$ cat config.mk
export PLATFORM = sky130hd
export DESIGN_NAME = qap_ctrl
export DESIGN_NICKNAME = d
export VERILOG_FILES = /design/src/rtl/core/qap_pkg.sv /design/src/rtl/core/qap_ctrl.sv
export SDC_FILE = /design/constraint.sdc
export NUM_CORES = 1
export LEC_CHECK = 0
export ABC_AREA = 1
export BUFFER_PORTS_ARGS = -buffer_cell sky130_fd_sc_hd__clkbuf_2
export CORE_AREA = 2 2 123 125
export CTS_BUF_LIST = sky130_fd_sc_hd__clkbuf_4 sky130_fd_sc_hd__clkbuf_8
export DETAILED_ROUTE_END_ITERATION = 8
export DIE_AREA = 0 0 125 127
export HOLD_SLACK_MARGIN = 0.1
export PLACE_DENSITY = 0.73
export SLEW_MARGIN = 20
export SYNTH_ARGS = -nofsm -noshare
export SYNTH_HDL_FRONTEND = slang
export SYNTH_SLANG_ARGS = --single-unit
export TNS_END_PERCENT = 10
$ cat constraint.sdc
create_clock -name i_clk -period 2.78 [get_ports i_clk]
set_input_delay 0.556 -clock i_clk [delete_from_list [all_inputs] [get_ports i_clk]]
set_output_delay 0.556 -clock i_clk [all_outputs]
set_load 0.02 [all_outputs]
$ cat src/rtl/core/qap_pkg.sv
// ----------------------------------------------------------------------------
// qap_pkg
// Shared sizes, codes and command types of the QAP swap local search block.
// ----------------------------------------------------------------------------
`default_nettype none

package qap_pkg;

    // Problem and word sizes
    localparam int MAX_N      = 32;
    localparam int VALUE_BITS = 16;

    localparam int IDX_W  = (MAX_N > 1) ? $clog2(MAX_N) : 1;  // unit / location index
    localparam int CNT_W  = $clog2(MAX_N + 1);                // counter that reaches MAX_N
    localparam int LIM_W  = 7;                                // 6-bit fields compared to MAX_N
    localparam int LOC_W  = 6;
    localparam int FA_W   = 2 * IDX_W;                        // matrix address
    localparam int FA_D   = 1 << FA_W;
    localparam int DIF_W  = VALUE_BITS + 1;
    localparam int PROD_W = 2 * DIF_W;
    localparam int ACC_W  = PROD_W + IDX_W + 2;

    localparam logic [LIM_W-1:0] N_LIM       = LIM_W'(MAX_N);
    localparam logic [5:0]       SIZE_RESET  = 6'd32;
    localparam logic [15:0]      PASS_RESET  = 16'd50000;

    // Request codes
    typedef enum logic [1:0] {
        REQ_FLOW = 2'd0,
        REQ_DIST = 2'd1,
        REQ_ASG  = 2'd2,
        REQ_RUN  = 2'd3
    } t_req;

    // Configuration register indexes
    typedef enum logic {
        CFG_PROBLEM_SIZE = 1'b0,
        CFG_MAX_PASSES   = 1'b1
    } t_cfg_idx;

    // Datapath operations
    typedef enum logic [3:0] {
        OP_NONE   = 4'd0,
        OP_LOAD   = 4'd1,
        OP_INIT   = 4'd2,
        OP_CAP    = 4'd3,
        OP_K0     = 4'd4,
        OP_K1     = 4'd5,
        OP_K2     = 4'd6,
        OP_K3     = 4'd7,
        OP_K4     = 4'd8,
        OP_K5     = 4'd9,
        OP_SWAP_I = 4'd10,
        OP_SWAP_J = 4'd11,
        OP_RD_OUT = 4'd12
    } t_op;

    typedef struct packed {
        t_op              op;
        logic [CNT_W-1:0] i;
        logic [CNT_W-1:0] j;
        logic [CNT_W-1:0] k;
    } t_cmd;

endpackage

`default_nettype wire

$ cat src/rtl/core/qap_ctrl.sv
// ----------------------------------------------------------------------------
// qap_ctrl
// Sequencer: configuration, pass / unit / partner / term loops, don't-look
// bits and result beats.
// ----------------------------------------------------------------------------
`default_nettype none

module qap_ctrl (
    input  wire                  i_clk,
    input  wire                  i_rst_n,
    input  wire                  i_cfg_we,
    input  wire                  i_cfg_idx,
    input  wire  [15:0]          i_cfg_data,
    input  wire                  i_in_valid,
    input  wire  [1:0]           i_req_type,
    output logic                 o_in_ready,
    output logic                 o_out_valid,
    input  wire                  i_out_ready,
    output logic [5:0]           o_unit_index,
    output logic                 o_last,
    output logic [15:0]          o_passes_used,
    input  wire                  i_acc_neg,
    output qap_pkg::t_cmd        o_cmd
);

    localparam int CW = qap_pkg::CNT_W;
    localparam int IW = qap_pkg::IDX_W;

    typedef enum logic [14:0] {
        S_IDLE   = 15'h0001,
        S_PASS   = 15'h0002,
        S_ICHK   = 15'h0004,
        S_JCHK   = 15'h0008,
        S_CAP    = 15'h0010,
        S_KCHK   = 15'h0020,
        S_K1     = 15'h0040,
        S_K2     = 15'h0080,
        S_K3     = 15'h0100,
        S_K4     = 15'h0200,
        S_K5     = 15'h0400,
        S_DECIDE = 15'h0800,
        S_SWAP   = 15'h1000,
        S_ORD    = 15'h2000,
        S_OVLD   = 15'h4000
    } t_state;

    t_state                    r_state, n_state;
    logic [CW-1:0]             r_i, n_i, r_j, n_j, r_k, n_k, r_n, n_n;
    logic [15:0]               r_passes, n_passes;
    logic                      r_improved, n_improved;
    logic [qap_pkg::MAX_N-1:0] r_dl, n_dl;
    logic [5:0]                r_size;
    logic [15:0]               r_maxp;
    qap_pkg::t_op              op;
    logic [qap_pkg::LIM_W-1:0] size_ext;

    assign size_ext = qap_pkg::LIM_W'(r_size);

    // Configuration registers
    always_ff @(posedge i_clk) begin
        if (!i_rst_n) begin
            r_size <= qap_pkg::SIZE_RESET;
            r_maxp <= qap_pkg::PASS_RESET;
        end else if (i_cfg_we) begin
            unique case (i_cfg_idx)
                qap_pkg::CFG_PROBLEM_SIZE: r_size <= i_cfg_data[5:0];
                qap_pkg::CFG_MAX_PASSES:   r_maxp <= i_cfg_data;
                default: ;
            endcase
        end
    end

    // Next state and loop counters
    always_comb begin
        n_state    = r_state;
        n_i        = r_i;
        n_j        = r_j;
        n_k        = r_k;
        n_n        = r_n;
        n_passes   = r_passes;
        n_improved = r_improved;
        n_dl       = r_dl;
        op         = qap_pkg::OP_NONE;
        o_in_ready = 1'b0;
        o_out_valid = 1'b0;
        unique case (r_state)
            S_IDLE: begin
                o_in_ready = 1'b1;
                if (i_in_valid) begin
                    if (i_req_type == qap_pkg::REQ_RUN) begin
                        n_n        = (size_ext > qap_pkg::N_LIM) ? CW'(qap_pkg::MAX_N)
                                                                 : CW'(r_size);
                        n_passes   = '0;
                        n_improved = 1'b1;
                        n_dl       = '0;
                        n_state    = S_PASS;
                    end else begin
                        op = qap_pkg::OP_LOAD;
                    end
                end
            end
            S_PASS: begin
                if (r_passes < r_maxp && r_improved) begin
                    n_passes   = r_passes + 16'd1;
                    n_improved = 1'b0;
                    n_i        = '0;
                    n_state    = S_ICHK;
                end else if (r_n == '0) begin
                    n_state = S_IDLE;
                end else begin
                    n_k     = '0;
                    n_state = S_ORD;
                end
            end
            S_ICHK: begin
                if (r_i >= r_n) begin
                    n_state = S_PASS;
                end else if (r_dl[r_i[IW-1:0]]) begin
                    n_i = r_i + CW'(1);
                end else begin
                    n_j     = '0;
                    n_state = S_JCHK;
                end
            end
            S_JCHK: begin
                if (r_j >= r_n) begin
                    n_dl[r_i[IW-1:0]] = 1'b1;
                    n_i     = r_i + CW'(1);
                    n_state = S_ICHK;
                end else if (r_j == r_i) begin
                    n_j = r_j + CW'(1);
                end else begin
                    op      = qap_pkg::OP_INIT;
                    n_k     = '0;
                    n_state = S_CAP;
                end
            end
            S_CAP: begin
                op      = qap_pkg::OP_CAP;
                n_state = S_KCHK;
            end
            S_KCHK: begin
                if (r_k >= r_n) begin
                    n_state = S_DECIDE;
                end else if (r_k == r_i || r_k == r_j) begin
                    n_k = r_k + CW'(1);
                end else begin
                    op      = qap_pkg::OP_K0;
                    n_state = S_K1;
                end
            end
            S_K1: begin
                op      = qap_pkg::OP_K1;
                n_state = S_K2;
            end
            S_K2: begin
                op      = qap_pkg::OP_K2;
                n_state = S_K3;
            end
            S_K3: begin
                op      = qap_pkg::OP_K3;
                n_state = S_K4;
            end
            S_K4: begin
                op      = qap_pkg::OP_K4;
                n_state = S_K5;
            end
            S_K5: begin
                op      = qap_pkg::OP_K5;
                n_k     = r_k + CW'(1);
                n_state = S_KCHK;
            end
            S_DECIDE: begin
                if (i_acc_neg) begin
                    op = qap_pkg::OP_SWAP_I;
                    n_dl[r_j[IW-1:0]] = 1'b0;
                    n_improved = 1'b1;
                    n_state    = S_SWAP;
                end else begin
                    n_j     = r_j + CW'(1);
                    n_state = S_JCHK;
                end
            end
            S_SWAP: begin
                op      = qap_pkg::OP_SWAP_J;
                n_state = S_PASS;
            end
            S_ORD: begin
                op      = qap_pkg::OP_RD_OUT;
                n_state = S_OVLD;
            end
            S_OVLD: begin
                o_out_valid = 1'b1;
                if (i_out_ready) begin
                    if (o_last) begin
                        n_state = S_IDLE;
                    end else begin
                        n_k     = r_k + CW'(1);
                        n_state = S_ORD;
                    end
                end
            end
            default: n_state = S_IDLE;
        endcase
    end

    always_ff @(posedge i_clk) begin
        if (!i_rst_n) begin
            r_state    <= S_IDLE;
            r_i        <= '0;
            r_j        <= '0;
            r_k        <= '0;
            r_n        <= '0;
            r_passes   <= '0;
            r_improved <= 1'b0;
            r_dl       <= '0;
        end else begin
            r_state    <= n_state;
            r_i        <= n_i;
            r_j        <= n_j;
            r_k        <= n_k;
            r_n        <= n_n;
            r_passes   <= n_passes;
            r_improved <= n_improved;
            r_dl       <= n_dl;
        end
    end

    // Command and result fields
    assign o_cmd.op       = op;
    assign o_cmd.i        = r_i;
    assign o_cmd.j        = r_j;
    assign o_cmd.k        = r_k;
    assign o_unit_index   = 6'(r_k);
    assign o_last         = ((CW+1)'(r_k) + (CW+1)'(1)) == (CW+1)'(r_n);
    assign o_passes_used  = r_passes;

endmodule

`default_nettype wire

After elaboration in Yosys (flattened, before gate mapping)
Cells that the tools add are included.
{ "classes": {"add_sub_neg": 5, "n_reduce_logical": 22, "n_bitwise": 4, "n_mux": 65, "order_cmp": 9, "eq_ne": 41} }
{ "op_table": {"columns": ["operator", "count"], "rows": [
  ["$pmux 15 s14", 1],
  ["$mux 15", 9],
  ["$mux 32", 4],
  ["$mux 6", 18],
  ["$pmux 32 s3", 1],
  ["$mux 16", 3],
  ["$pmux 4 s12", 1],
  ["$mux 14", 3],
  ["$ne 2x2->1 const B", 18],
  ["$pmux 6 s3", 2],
  ["$and 32x32->32", 1],
  ["$not 32->32", 1],
  ["$or 32x32->32", 1],
  ["$pmux 16 s2", 1],
  ["$pmux 6 s5", 1],
  ["$add 6x1->6 const B", 3],
  ["$eq 6x6->1", 3],
  ["$ge 6x6->1", 3],
  ["$add 16x1->16 const B", 1],
  ["$lt 16x16->1", 1],
  ["$eq 15x1->1 const B", 1],
  ["$eq 15x10->1 const B", 1],
  ["$eq 15x11->1 const B", 1],
  ["$eq 15x12->1 const B", 1],
  ["other kinds (40)", 66]
]} }
{ "word_totals": {"out_inout_bits": 47, "in_bits": 25, "register_bits": 110} }

Depth between registers and ports, before layout
Gate-level depths: netlist of the first run.
{ "depth": {"depth_word": 8, "depth_mapped": 16, "mapped_depth_nobuf": 16} }

Least setup slack after synthesis of the first run
OpenSTA, ideal clock, no wires.
{ "synth_timing": {"path_type": "register to output", "startpoint": "register r_j[0]", "endpoint": "output port o_cmd[19] (netlist bit)", "path_slack_ps": 343, "required_time_ps": 2224, "arrival_ps": 1881, "n_path_buf": 0, "stages_incl_launch_ff": 8, "path_cell_list": "dfxtp_1 -> inv_1 -> ha_1 -> o21ai_0 -> a21oi_1 -> nor2_1 -> nand3_1 -> nand3_1"} }
{ "synth_lines": {"columns": ["element", "line_no", "source"], "rows": [
  ["from (decl)", "qap_ctrl.sv:48", "logic [CW-1:0] r_i, n_i, r_j, n_j, r_k, n_k, r_n, n_n;"],
  ["from (signal assigned)", "qap_ctrl.sv:220", "r_j <= n_j;"],
  ["to (decl)", "qap_ctrl.sv:23", "output qap_pkg::t_cmd o_cmd"]
]} }

==> results of run 1 <==
## per-layer routing
layer  global-route usage, %  vias to the layer above  wire length (microns)  part of all wire (%)
met5                       0                        -                      0                     0
met2                    48.3                      310                  10800                    47
met4                    13.2                        0                    800                   3.5
met1                    36.9                     3810                   9910                    43
li1                        -                     4234                      -                     -
met3                    4.44                       47                   1420                   6.2
## repair_timing
item | in CTS | in global routing
setup endpoints to repair | 3 | 4
gates resized for setup | 6 | 20
buffers inserted | 0 | 3
pin swaps | 1 | 2
gates cloned | 0 | 0
## cell usage in the layout, fill, tap and decap left out, types with 6 or more instances in the layout
cell type / n
nand2_1: 281
inv_1: 132
nor2_1: 126
nand3_1: 114
o21ai_0: 109
a21oi_1: 104
dfxtp_1: 102
clkbuf_2: 68
ha_1: 40
buf_4: 37
nand4_1: 30
o22ai_1: 19
nor3_1: 18
inv_2: 10
xor2_1: 10
clkbuf_8: 9
nand2_2: 8
nand3b_1: 6
o211ai_1: 6
dfxtp_2: 6
## power by group
part | total, mW | leakage, nW | internal [mW] | switching, mW
Clock | 1.14 | 0.117 | 0.522 | 0.617
Combinational | 2.91 | 2.80 | 0.870 | 2.04
Sequential | 1.81 | 0.897 | 1.69 | 0.119
## worst paths after layout
kind / slack [ns] / startpoint / depth (start not counted) / to
worst max-delay path: 0.07 / r_n[2] / 10 / o_cmd[20]
worst min-delay path: 0.37 / i_cfg_data[8] / 3 / r_maxp[8]
worst max register to register: 0.27 / o_passes_used[5] / 11 / o_passes_used[3]
worst min register to register: 0.47 / r_improved / 2 / r_improved
## sequential cells by signal, indices dropped and copies added, names as in the netlist
register       flops
r_i                6
o_unit_index       6
r_n                6
o_passes_used     16
r_maxp            16
r_improved         1
r_dl              32
r_state           15
r_size             6
r_j                6
## critical path: stages (launching register included)
cell and delay, ns:
dfxtp_1 0.38, inv_1 0.14, ha_1 0.30, nand2_1 0.07, nor3_1 0.15, nand3_1 0.12, nand3_2 0.14, nor2_2 0.05
nand3_1 0.12, nand3_1 0.11, buf_4 0.17
## logic make-up after synthesis
| family | Yosys count | synth area share (%) |
|---|---|---|
| AND/OR/NAND/NOR | 610 | 34.6 |
| AO/OA/AOI/OAI | 262 | 18.2 |
| buffers and inverters | 198 | 10.6 |
| flip-flops | 110 | 28.3 |
| adder cells (fa/ha/maj) | 43 | 6.91 |
| XOR/XNOR | 13 | 1.46 |
## final cells by class
type	instances	area, sq um	area share [%]
multi-input cells	928	4810	55.5
flip-flops and latches	110	2220	25.6
repair buffers	107	643	7.43
inverters	143	537	6.20
well taps	184	230	2.66
clock buffers	9	124	1.43
clock inverters	7	103	1.18
==> metrics.txt, run 1 <==
status complete, no violations; Worst setup EP type primary output; synth warn 0; Mapped Area 7790 sq um; Row Count 44; startpoint class of the critical path flop; Worst-Skew Late Latency 0.40 ns; Post-Place Cell Area 8350 sq um; Synthesized Nets 1,304; syn_area_per_cell 6.30 sq um; ranking of synthesized cells by area dfxtp_1 (28%), nand2_1 (14%), nand3_1 (7.4%), o21ai_0 (7.1%), ha_1 (6.9%); area grow syn2layout 11.2%; Die W 125 microns; Die ar. 15,900 sq um; starting density of the core 54.0%; minimum hold slack 0.372 ns; Clock Skew 0.0134 ns; non-filler cells, final 1,488; n_diodes 0; grt total ovfl 0; Chip Height 127 microns; register area share after synthesis 28.3%; CTS tree built; cell area after layout 8660 sq um; Netlist cell types 41; Clock transition at path regs 0.11 ns; DP Worst Slack 0.300 ns; #FFs+latches synth 110; Total GRT Usage 28.9%; Gate Count Post-Synth 1,236; critical path class reg -> out; Max VDD drop 0.446 mV; FILL cells 1,455; share of cells above drive strength 1 13.4%; PwrDens 677 nW/um^2; Power Total 5.86 mW; DRT Wirelength 22,900 microns; Slew Limit Headroom 51.4%; # IOs 72; max cap viols 0; Synth top area share 28.3%; largest net degree at the start of global routing 38; fin crit period 2.71 ns; RSZ-0062 raised after global routing true; GPL Wtd Cong 0.944; fin. max-slew vios 0; Total Nets Final 1,367; Vias 8,401; CTS root buffer clkbuf_8; placed cells 1,469; drt via density 5.65; dpl hpwl 17,000 microns; arrival time worst endpoint 2.15 ns; Clock Sinks 110; initial antenna violation count 0; Yosys top cell by area dfxtp_1; top-count cell post-synth nand2_1; H-tree lvl count 3; number of synthesized flops with an enable pin 0; Bufs on Longest Clock Path 2; top cells by count, synth nand2_1 (282), inv_1 (135), nor2_1 (128); Fin. Hold Viols 0; utilization after layout 60.0%; Residual DRC 0; DRT iter0 DRCs 638; CP Data Required Time 2.22 ns; I/O Buffers 71; Hold-fix buffers, CTS 0; Top FF cell, synth dfxtp_1; Hold Path Class in -> reg; Slew @ Worst Pin 0.726 ns; min setup slack post-route 0.0706 ns; async set-reset flop share out of synthesis 0%; First-pass DRT Iterations 5; Fmax achieved 369 MHz; CTS buffer count 9; setup TNS 0 ns; wire per inst 15.4 microns; vias in the first global route 7,567; Lkg Pwr 3.81 nW; crit path max fanout 5; core area 14,400 sq um; ANT nets after route 0; final setup vio count 0; Final period util 97.5%; first-pass GRT wire length 37,800 microns
Power figures use the tool's default switching activity.
==> run 2: changes to the inputs <==
--- a/config.mk
+++ b/config.mk
@@ -12,7 +12,8 @@
 export DETAILED_ROUTE_END_ITERATION = 8
 export DIE_AREA = 0 0 125 127
 export HOLD_SLACK_MARGIN = 0.1
-export PLACE_DENSITY = 0.73
+export PLACE_DENSITY = 0.76
+export SKIP_CTS_REPAIR_TIMING = 1
 export SLEW_MARGIN = 20
 export SYNTH_ARGS = -nofsm -noshare
 export SYNTH_HDL_FRONTEND = slang
==> constraint.sdc (replaced) <==
create_clock -name i_clk -period 2.3 [get_ports i_clk]
set_input_delay 0.46 -clock i_clk [delete_from_list [all_inputs] [get_ports i_clk]]
set_output_delay 0.46 -clock i_clk [all_outputs]
set_load 0.02 [all_outputs]
==> metrics.txt, run 2 (synthesized netlist as in run 1, its figures left out) <==
largest reg by FF count r_dl; Die ar. 15,900 sq um; first-pass GRT wire length 37,900 microns; wire per inst 15.5 microns; CTS buffer count 9; Chip Height 127 microns; starting density of the core 54.0%; Vias 8,762; area grow syn2layout 19.6%; Final period util 112%; Residual DRC 0; final setup vio count 4; setup TNS -0.525 ns; min setup slack post-route -0.272 ns; Fmax achieved 389 MHz; most frequent cells in the layout nand2_1 (275), inv_1 (118), nor2_1 (118), nand3_1 (110), o21ai_0 (107); GPL Wtd Cong 0.951; non-filler cells, final 1,541; fin. max-slew vios 0; largest net degree at the start of global routing 38; PwrDens 802 nW/um^2; startpoint class of the critical path flop; Lkg Pwr 4.12 nW; First-pass DRT Iterations 6; H-tree lvl count 3; Clock Skew 0.0195 ns; ANT nets after route 0; Fin. Hold Viols 0; Max VDD drop 0.593 mV; Worst R2R Setup Slack 0.13 ns; hold path cells 3; grt total ovfl 0; Worst setup EP type primary output; Slew @ Worst Pin 0.519 ns; CTS tree built; Bufs on Longest Clock Path 2; CTS root buffer clkbuf_8; Worst-Skew Late Latency 0.41 ns; most common cell after layout, fill and taps aside nand2_1; Hold Path Class in -> reg; vias in the first global route 7,852; placed cells 1,508; utilization after layout 64.6%; initial antenna violation count 0; # IOs 72; DP Worst Slack -0.0688 ns; minimum hold slack 0.264 ns; max cap viols 0; failing checks setup timing; DRT Wirelength 24,000 microns; max FFs per register 32; Slew Limit Headroom 65.3%; fin crit period 2.57 ns; cell area after layout 9320 sq um; Total GRT Usage 28.9%; critical path class reg -> out; Total Nets Final 1,420; RSZ-0062 raised after global routing true; Power Total 7.47 mW; CP Data Required Time 1.84 ns; I/O Buffers 71; dpl hpwl 17,500 microns; Die W 125 microns; Row Count 44; DRT iter0 DRCs 773; crit path max fanout 4; Clock transition at path regs 0.12 ns; reg2reg path depth 11; arrival time worst endpoint 2.11 ns; Post-Place Cell Area 8680 sq um; core area 14,400 sq um; share of cells above drive strength 1 20.9%; n_diodes 0; Clock Sinks 110; drt via density 5.69; status complete, but fails checks
## run 2: worst paths after layout
kind,end,from
worst min register to register,r_maxp[1],r_maxp[1]
worst max register to register,o_unit_index[4],o_unit_index[5]
worst max-delay path,o_cmd[20],o_unit_index[5]
worst min-delay path,r_maxp[15],i_cfg_data[15]
## run 2: layer usage
metal	global-route usage, %	part of all wire [%]	vias to the layer above
met5	0	0	-
met4	13.7	4.1	0
met3	4.52	6.3	76
met2	49.5	48	374
met1	35.8	41	3962
li1	-	-	4350
## run 2: area by class of cell
| type | count | area (sq um) |
|---|---|---|
| Clock buffer | 9 | 124 |
| Tap cell | 184 | 230 |
| Fill cell | 1308 | 5110 |
| Timing Repair Buffer | 160 | 1110 |
| Inverter | 143 | 542 |
| Clock inverter | 7 | 65.1 |
| Sequential cell | 110 | 2230 |
| Multi-Input combinational cell | 928 | 5010 |
## run 2: report_power, final
part | total, mW | switching [mW] | leakage (nW) | internal (mW)
combinational | 4.07 | 2.68 | 3.11 | 1.40
sequential | 2.19 | 0.143 | 0.903 | 2.05
clock | 1.21 | 0.785 | 0.0995 | 0.424
total | 7.47 | 3.60 | 4.12 | 3.87
## run 2: critical path: stages (launching register included)
cell and delay, ns:
dfxtp_1 0.49, ha_4 0.26, a21oi_2 0.14, o21a_1 0.16, nand3_2 0.16, nor2_4 0.16, nand3_2 0.11, nand3_2 0.10
buf_6 0.11
==> run 3: changes to the inputs <==
--- a/config.mk
+++ b/config.mk
@@ -12,7 +12,7 @@
 export DETAILED_ROUTE_END_ITERATION = 8
 export DIE_AREA = 0 0 125 127
 export HOLD_SLACK_MARGIN = 0.1
-export PLACE_DENSITY = 0.76
+export PLACE_DENSITY = 0.86
 export SKIP_CTS_REPAIR_TIMING = 1
 export SLEW_MARGIN = 20
 export SYNTH_ARGS = -nofsm -noshare
==> constraint.sdc (replaced) <==
create_clock -name i_clk -period 2.3 [get_ports i_clk]
set_input_delay 0.46 -clock i_clk [delete_from_list [all_inputs] [get_ports i_clk]]
set_output_delay 0.46 -clock i_clk [all_outputs]
set_load 0.005 [all_outputs]
==> metrics.txt, run 3 (synthesized netlist as in run 1, its figures left out) <==
vias in the first global route 8,011; Fmax achieved 404 MHz; Slew Limit Headroom 63.3%; wire per inst 15.9 microns; grt total ovfl 0; initial antenna violation count 0; Total GRT Usage 29.4%; CTS tree built; Final period util 108%; failing checks setup timing; Lkg Pwr 4.12 nW; Post-Place Cell Area 8650 sq um; most common cell after layout, fill and taps aside nand2_1; Clock Sinks 110; hold_sp i_cfg_data[6]; most frequent cells in the layout nand2_1 (276), inv_1 (125), nor2_1 (119), nand3_1 (109), o21ai_0 (105); startpoint class of the critical path flop; DRT iter0 DRCs 829; Hold Path Class in -> reg; H-tree lvl count 3; drt via density 5.89; Max VDD drop 0.586 mV; hold path cells 3; setup TNS -0.455 ns; Slew @ Worst Pin 0.549 ns; Fin. Hold Viols 0; arrival time worst endpoint 2.01 ns; First-pass DRT Iterations 6; Total Nets Final 1,416; fin crit period 2.47 ns; Clock transition at path regs 0.12 ns; multi-input logic area 4990 sq um; Worst-Skew Late Latency 0.42 ns; reg2reg start r_n[5]; share of cells above drive strength 1 20.2%; largest reg by FF count r_dl; utilization after layout 64.2%; FF+latch area 2230 sq um; Bufs on Longest Clock Path 2; crit path max fanout 5; starting density of the core 54.0%; placed cells 1,508; Worst R2R Setup Slack 0.08 ns; CP Launch Point r_n[5]; CP Data Required Time 1.84 ns; min setup slack post-route -0.174 ns; area grow syn2layout 19.0%; FILL cells 1,301; Clock Skew 0.0200 ns; Worst setup EP type primary output; cell area after layout 9270 sq um; n_diodes 0; CTS buffer count 9; non-filler cells, final 1,537; status complete, but fails checks; final setup vio count 4; max FFs per register 32; PwrDens 803 nW/um^2; Residual DRC 0; dpl hpwl 17,500 microns; GPL Wtd Cong 0.985; core area 14,400 sq um; Vias 9,060; CTS root buffer clkbuf_8; RSZ-0062 raised after global routing true; reg2reg path depth 14; DRT Wirelength 24,400 microns; Die W 125 microns; first-pass GRT wire length 38,900 microns; largest net degree at the start of global routing 33; critical path class reg -> out; Die ar. 15,900 sq um; I/O Buffers 71; ANT nets after route 0; Row Count 44; fin. max-slew vios 0; DP Worst Slack -0.0218 ns; Chip Height 127 microns; # IOs 72; max cap viols 0
-- run 3: cell types whose count changed in the layout (fill, tap and decap cells not counted), moves of 4 or more --
| cell | before | now |
|---|---|---|
| inv_2 | 22 | 16 |
| buf_4 | 84 | 78 |
| clkbuf_2 | 66 | 70 |
| inv_1 | 118 | 125 |
-- run 3: critical path, stage by stage (launching register included) --
cell and delay, ns:
dfxtp_2 0.35, inv_2 0.05, buf_6 0.13, ha_4 0.22
a21oi_2 0.13, o21a_1 0.17, nand3_4 0.11, nor2_4 0.13
nand3_2 0.10, nand3_2 0.08, clkbuf_2 0.11
-- run 3: area by class of cell --
| cell class | count | area share [%] |
|---|---|---|
| inverters | 143 | 5.85 |
| clock inverters | 6 | 0.932 |
| multi-input cells | 928 | 53.9 |
| clock buffers | 10 | 1.49 |
| flip-flops and latches | 110 | 24.1 |
| well taps | 184 | 2.48 |
| repair buffers | 156 | 11.3 |
-- run 3: final timing paths --
| path | to |
|---|---|
| worst max-delay path | o_cmd[20] |
| worst max register to register | r_j[5] |
| worst min register to register | r_maxp[7] |
| worst min-delay path | r_maxp[6] |
-- run 3: report_power, final --
group / switching (mW) / internal, mW
sequential: 0.147 / 2.05
combinational: 2.56 / 1.34
clock: 0.781 / 0.563
-- run 3: per-layer routing --
metal	vias to the layer above	GRT usage, %	wire (microns)
li1	4343	-	-
met1	4106	37.8	9840
met2	518	48.5	11300
met3	93	6.03	2270
met4	0	12.0	1020
met5	-	0	0
-- run 3: through the flow --
step           total power, mW  hold slack, ns
6_report                  7.44           0.237
5_1_grt                   7.87           0.249
4_1_cts                   6.92           0.237
3_5_place_dp              5.59           0.451
3_3_place_gp              5.52           0.448
2_1_floorplan             4.62           0.433
